$ cat config.mk
export PLATFORM = sky130hd
export DESIGN_NAME = ter_cell
export DESIGN_NICKNAME = d
export VERILOG_FILES = /design/src/rtl/ter_pkg.sv /design/src/rtl/ter_cell.sv
export SDC_FILE = /design/constraint.sdc
export NUM_CORES = 1
export LEC_CHECK = 0
export BUFFER_PORTS_ARGS = -buffer_cell sky130_fd_sc_hd__buf_2
export CAP_MARGIN = 10
export CORE_AREA = 2 2 139 141
export CTS_CLUSTER_SIZE = 25
export DETAILED_ROUTE_END_ITERATION = 6
export DIE_AREA = 0 0 141 143
export MAX_ROUTING_LAYER = met4
export PLACE_DENSITY = 0.6
export SLEW_MARGIN = 30
export SYNTH_ARGS = -nofsm -noshare
export SYNTH_HDL_FRONTEND = slang
export SYNTH_SLANG_ARGS = --single-unit
$ cat constraint.sdc
create_clock -name clk -period 10 [get_ports clk]
set_input_delay 2 -clock clk [delete_from_list [all_inputs] [get_ports clk]]
set_output_delay 2 -clock clk [all_outputs]
set_load 0.03 [all_outputs]
$ cat src/rtl/ter_pkg.sv
`default_nettype none
package ter_pkg;

	localparam int STORE_DEPTH = 256;
	localparam int FETCH_MAX   = 16;
	localparam int RESULT_CAP  = 16;
	localparam int FETCH_CAP   = (FETCH_MAX < RESULT_CAP) ? FETCH_MAX : RESULT_CAP;

	localparam int IDX_W = $clog2(STORE_DEPTH);
	localparam int CNT_W = $clog2(STORE_DEPTH + 1);
	localparam int ROW_W = 24;
	localparam int LIM_W = 5;
	localparam int ORDER_SHIFT = 6;

	localparam logic [ROW_W-1:0] ROW_MAX = '1;

	// command codes
	localparam logic [2:0] FN_TICK   = 3'd0;
	localparam logic [2:0] FN_FETCH  = 3'd1;
	localparam logic [2:0] FN_ACTION = 3'd2;
	localparam logic [2:0] FN_INSERT = 3'd3;
	localparam logic [2:0] FN_DELETE = 3'd4;
	localparam logic [2:0] FN_REWIND = 3'd5;
	localparam logic [2:0] FN_CLEAR  = 3'd6;
	localparam logic [2:0] FN_READ   = 3'd7;

	// status codes
	localparam logic [2:0] ST_OK       = 3'd0;
	localparam logic [2:0] ST_FULL     = 3'd1;
	localparam logic [2:0] ST_BAD_IDX  = 3'd2;
	localparam logic [2:0] ST_INACTIVE = 3'd3;
	localparam logic [2:0] ST_NO_EVENT = 3'd4;

	// register indexes
	localparam logic REG_RECORD = 1'b0;
	localparam logic REG_PLAY   = 1'b1;

	// search modes of the cell chain
	localparam logic [1:0] SM_READ  = 2'd0;
	localparam logic [1:0] SM_SKIP  = 2'd1;
	localparam logic [1:0] SM_PLACE = 2'd2;

	// store update operations
	localparam logic [1:0] OP_HOLD   = 2'd0;
	localparam logic [1:0] OP_WRITE  = 2'd1;
	localparam logic [1:0] OP_INSERT = 2'd2;
	localparam logic [1:0] OP_REMOVE = 2'd3;

	typedef struct packed {
		logic [ROW_W-1:0] row;
		logic [7:0]       code;
		logic [7:0]       param;
		logic [6:0]       value;
	} event_t;

	typedef struct packed {
		logic             hit;
		logic [IDX_W-1:0] idx;
		event_t           ev;
	} link_t;

	typedef struct packed {
		logic [1:0]       mode;
		logic [CNT_W-1:0] key;
		logic [ROW_W-1:0] row;
		logic [CNT_W-1:0] total;
		logic [1:0]       op;
		logic [IDX_W-1:0] pos;
		event_t           ev;
	} ctrl_t;

	typedef struct packed {
		logic [2:0]       status;
		logic             execute;
		event_t           ev;
		logic [CNT_W-1:0] count;
		logic [ROW_W-1:0] now;
		logic             last;
	} result_t;

endpackage
`default_nettype wire

$ cat src/rtl/ter_cell.sv
`default_nettype none
module ter_cell import ter_pkg::*; (
	input  wire logic             clk,
	input  wire logic [IDX_W-1:0] cell_idx,
	input  wire ctrl_t            ctrl,
	input  wire event_t           left_ev,
	input  wire event_t           right_ev,
	input  wire link_t            link_in,
	output event_t                ev_q,
	output link_t                 link_q
);
	logic [CNT_W-1:0] my_pos;
	logic             below_total;
	logic             cond;

	assign my_pos      = CNT_W'(cell_idx);
	assign below_total = my_pos < ctrl.total;

	// local match for the running search
	always_comb begin
		case (ctrl.mode)
			SM_READ:  cond = (my_pos == ctrl.key);
			SM_SKIP:  cond = (my_pos >= ctrl.key) && (!below_total || ev_q.row >= ctrl.row);
			SM_PLACE: cond = below_total && (ev_q.row <= ctrl.row);
			default:  cond = 1'b0;
		endcase
	end

	// pass the search result toward cell zero
	always_ff @(posedge clk) begin
		if (ctrl.mode == SM_PLACE && link_in.hit) begin
			link_q <= link_in;
		end else if (cond) begin
			link_q <= '{hit: 1'b1, idx: cell_idx, ev: ev_q};
		end else begin
			link_q <= link_in;
		end
	end

	// hold, load or shift the stored event
	always_ff @(posedge clk) begin
		case (ctrl.op)
			OP_WRITE: begin
				if (cell_idx == ctrl.pos) ev_q <= ctrl.ev;
			end
			OP_INSERT: begin
				if (cell_idx == ctrl.pos) ev_q <= ctrl.ev;
				else if (cell_idx > ctrl.pos) ev_q <= left_ev;
			end
			OP_REMOVE: begin
				if (cell_idx >= ctrl.pos) ev_q <= right_ev;
			end
			default: begin
			end
		endcase
	end
endmodule
`default_nettype wire

Word level (Yosys, flattened, before mapping)
Cells that the tools add are included.

Bits in registers: 103. Bits of input ports: 260.

Order comparisons: 6. Eq/ne operators: 10. Multiplexer cells: 8. Reductions and logical operators: 8.

Operators by type and width (number): $mux W47 (4); $pmux W47 S3 (1); $mux W56 (2); $ge A24 B24 Y1 (1); $le A24 B24 Y1 (1); $eq A8 B9 Y1 (1); $ge A8 B9 Y1 (1); $lt A8 B9 Y1 (1); $eq A8 B8 Y1 (1); $ge A8 B8 Y1 (1); $gt A8 B8 Y1 (1); $eq A2 B2 Y1 const B (3); $eq A2 B1 Y1 const B (2); $ne A2 B2 Y1 const B (2); $reduce_and A4 Y1 (1); $logic_and A1 B1 Y1 (3); $ne A3 B3 Y1 const B (1); $pmux W1 S3 (1); $reduce_bool A3 Y1 (1); $logic_not A2 Y1 (1); $logic_not A1 Y1 (1); $logic_or A1 B1 Y1 (1).

Logic depth before layout (Yosys ltp)
Depth after elaboration: 7. Depth in mapped cells: 10.

Worst setup path before layout
Ideal clock, no wire load.

Kind: input-to-reg. Start: input port ctrl[54] in the netlist's numbering. End: register ev_q[0] in the netlist's numbering (enable). Setup time: 480 ps. Arrival: 5570 ps. Slack: 3950 ps. Cell stages on the path: 9. Cells stage by stage: inv_1 -> ha_1 -> nand4_1 -> or2_2 -> clkbuf_1 -> clkbuf_1 -> nor2_1 -> o22ai_1 -> a31oi_1.

Word-level cells in the longest chain between the ends: 3. Elaborated cells between the ends (all ways): 7. Classes of those cells: order compare (2); eq/ne (4); reduce/logical (1).

Ends and longest elaborated chain: from (decl) (RTL line ter_cell.sv:5) `input wire ctrl_t ctrl,`; $gt A8 B8 Y1 (tied with other cells) (RTL line ter_cell.sv:48) `else if (cell_idx > ctrl.pos) ev_q <= left_ev;`; $ne A3 B3 Y1 (no source line) or $ne A2 B2 Y1 (tied branches); $reduce_and A4 Y1 (no source line) *; to (signal assigned) (RTL line ter_cell.sv:47) `if (cell_idx == ctrl.pos) ev_q <= ctrl.ev;`; to (signal assigned) (RTL line ter_cell.sv:48); to (signal assigned) (RTL line ter_cell.sv:51) `if (cell_idx >= ctrl.pos) ev_q <= right_ev;`; to (decl) (RTL line ter_cell.sv:9) `output event_t ev_q,`.

Mark *: on every way between the ends. The rest lies on a longest branch, timed or not. A chain may end at the register's enable or synchronous reset.

Final worst setup path
Start: input port ctrl[88] in the netlist's numbering. End: register link_q[6] in the netlist's numbering.

Word-level cells in the longest chain between the ends: 6. Elaborated cells between the ends (all ways): 8. Classes of those cells: order compare (2); mux (3); reduce/logical (3).

Ends and longest elaborated chain: $ge A24 B24 Y1 (RTL line ter_cell.sv:23) `SM_SKIP: cond = (my_pos >= ctrl.key) && (!below_total || ev_q.row >= ctrl.row);`; $logic_or A1 B1 Y1 (RTL line ter_cell.sv:23); $logic_and A1 B1 Y1 (RTL line ter_cell.sv:23); $pmux W1 S3 * (RTL line ter_cell.sv:21) `case (ctrl.mode)`; $mux W56 * (RTL line ter_cell.sv:33) `end else if (cond) begin`; $mux W56 * (RTL line ter_cell.sv:31) `if (ctrl.mode == SM_PLACE && link_in.hit) begin`; to (signal assigned) (RTL line ter_cell.sv:32) `link_q <= link_in;`; to (signal assigned) (RTL line ter_cell.sv:34) `link_q <= '{hit: 1'b1, idx: cell_idx, ev: ev_q};`; to (signal assigned) (RTL line ter_cell.sv:36) `link_q <= link_in;`; to (decl) (RTL line ter_cell.sv:10) `output link_t link_q`.

Marked as above.

==> run metrics <==
# H-tree levels 3; Seq/Total Area, Yosys 0.463; outcome completed; post-synth top area cell edfxtp_1; commonest cells in the netlist 95 x o22ai_1, 61 x a21oi_1, 56 x dfxtp_1; Cell Area, Synth 5470 um2; 1st-iter DRT viols 262; number of max-cap violations 0; fin cells approximately 1100; met3 Usage GRT 0.0396; Finished Core Util 0.420; Vias 5459; number of clock sinks 103; grt met1 use 0.241; Post-CTS Hold Buffers 0; CTS max path bufs 2; vias per cell 4.92; busiest grt layer met2; Detail Route Antenna Nets 0; ranking of synthesized cells by area edfxtp_1 26%, dfxtp_1 21%, o22ai_1 11%; Worst Hold End link_q[7]$_DFF_P_; fin nets 1175; setup bufs post-CTS 0; WP data required 10230 ps; M2 GR Usage 0.323; grt ovf 0; Synth Instances 520; period utilization 0.506; CP Max Fanout 43; RSZ-0062 raised after global routing false; Die H between 100 and 150 um; total CTS buffers 9; Worst Setup End Kind flip-flop; Slew headroom 0.501; syn avg cell area approximately 11 um2; drt wl/cell 18.0 um; die width 141 um; Layout Skew between 7 and 8 ps; Residual DRC 0; CTS Root Cell clkbuf_16; placed cell count 1091; PwrDens 155 nW/um2; Tmin final 5060 ps; WHS Path Cells 1; worst r2r src ev_q[46]$_DFFE_PP_; Async S/R FF share, synth 0; TritonCTS clock tree done; flop2flop setup slack 6220 ps; initial core utilization 0.294; CP arrival 5300 ps; Tot Pwr 1.21 mW; Distinct cells, synth 36; Max Fclk 0.197 GHz; GPL Wtd Cong 0.822; area added between synthesis and finish 42.6%; Min-Delay Startpoint ev_q[7]$_DFFE_PP_; Reg2Reg Capture Point link_q[6]$_DFF_P_; syn_nets 827; Slew Viols, Final 0; Leak 3.74 nW; HP Class flip-flop to flip-flop; Main synth FF type dfxtp_1; Startpoint Class input pin; Final TNS setup 0 ps; Crit Path Category input pin to flip-flop; CP startpoint ctrl[88]; VDD IR max 81.7 uV; Final Hold Viols 0; TritonRoute pass-1 iters 5; Synthesis Warnings 0; final wirelength around 20000 um; GRT Total Usage 0.195; Filler Cell Count ~1900; share of post-route cells with drive strength above 1 0.456; Resized cells post-CTS 0; Worst-path clk slew 80 ps; initial antenna violation count 2; Std-Cell Rows 50; largest net degree at the start of global routing between 50 and 60; number of flops mapped to enable cells by yosys 47; Port Buf Inserts 362; top-area cell type share of the netlist area 0.258; die area 20200 um2; count leader, synth o22ai_1; number of top-level pins 363; worst skew pair latency 350 ps; flops & latches, synth 103; DP HPWL about 15000 um; Reg2Reg Depth 9; global-route wire length before repair 28900 um; core area about 19000 um2; vias in the first global route roughly 5300; Final Hold Slack a little under 500 ps; # setup viols final 0; Slew @ Worst Pin 748 ps
-- per-layer routing --
layer  wire length, um  share of wire
met5                 0              0
met2              9740           0.49
met4               353          0.018
met1              8370           0.42
met3              1490          0.074
-- worst max-delay path by stage --
stage | slack, ps | to | depth (start not counted)
floorplan | 3950 | ev_q[0]$_DFFE_PP_ | 9
global placement | 4560 | link_q[1]$_DFF_P_ | 11
detailed placement | 4530 | link_q[6]$_DFF_P_ | 11
CTS | 4900 | link_q[6]$_DFF_P_ | 11
global route | 4650 | link_q[3]$_DFF_P_ | 11
finish | 4940 | link_q[6]$_DFF_P_ | 11
-- area by class of cell --
cell class	instances	area, um2	share of cell area
flip-flops and latches	103	2530	0.325
inverters	49	184	0.0236
clock inverters	7	82.6	0.0106
diodes	2	5.00	0.000642
multi-input cells	337	2620	0.336
well taps	234	293	0.0375
repair buffers	368	1860	0.238
clock buffers	9	225	0.0289
-- sequential cells by signal (all words and copies together), names as in the netlist --
register / cells
ev_q: 47
link_q: 56
-- stage by stage --
step / area, um2 / setup slack [ps]
2_1_floorplan: 5470 / 3950
3_3_place_gp: 7480 / 4560
3_5_place_dp: 7480 / 4530
4_1_cts: 7790 / 4900
5_1_grt: 7800 / 4650
6_report: 7800 / 4940
-- power breakdown --
group | internal, mW | switching [mW]
Sequential | 0.489 | 0.0228
Clock | 0.198 | 0.176
Combinational | 0.122 | 0.199
-- critical path: stages --
cell and delay, ps:
buf_2 70, inv_1 30, ha_1 300, nand4_1 170
or4_4 580, o21bai_1 180, o211ai_2 150, o21ai_1 130
a221oi_4 600, buf_4 660, mux2_1 390
-- layout by cell type, fill, tap and decap left out, types with 4 or more instances in the layout --
master       n
o21ai_0     10
ha_1        47
o21a_1       4
nor2_1      14
mux2_2       5
edfxtp_1    47
dfxtp_1     56
buf_2      362
buf_4        6
nand4_1     10
o22ai_1     95
mux2_1      50
inv_1       48
nand2_1      7
a21oi_1     61
clkbuf_16    9
-- cells by family after synthesis --
logic type                 count (synthesis)  share of synthesized area
muxes                                     55                      0.113
AOI/OAI and AO/OA                        186                      0.207
and+or+nand+nor                           49                     0.0472
DFF                                      103                      0.463
buffers and inverters                     80                     0.0618
adders and majority gates                 47                      0.108
Power figures use the tool's default switching activity.
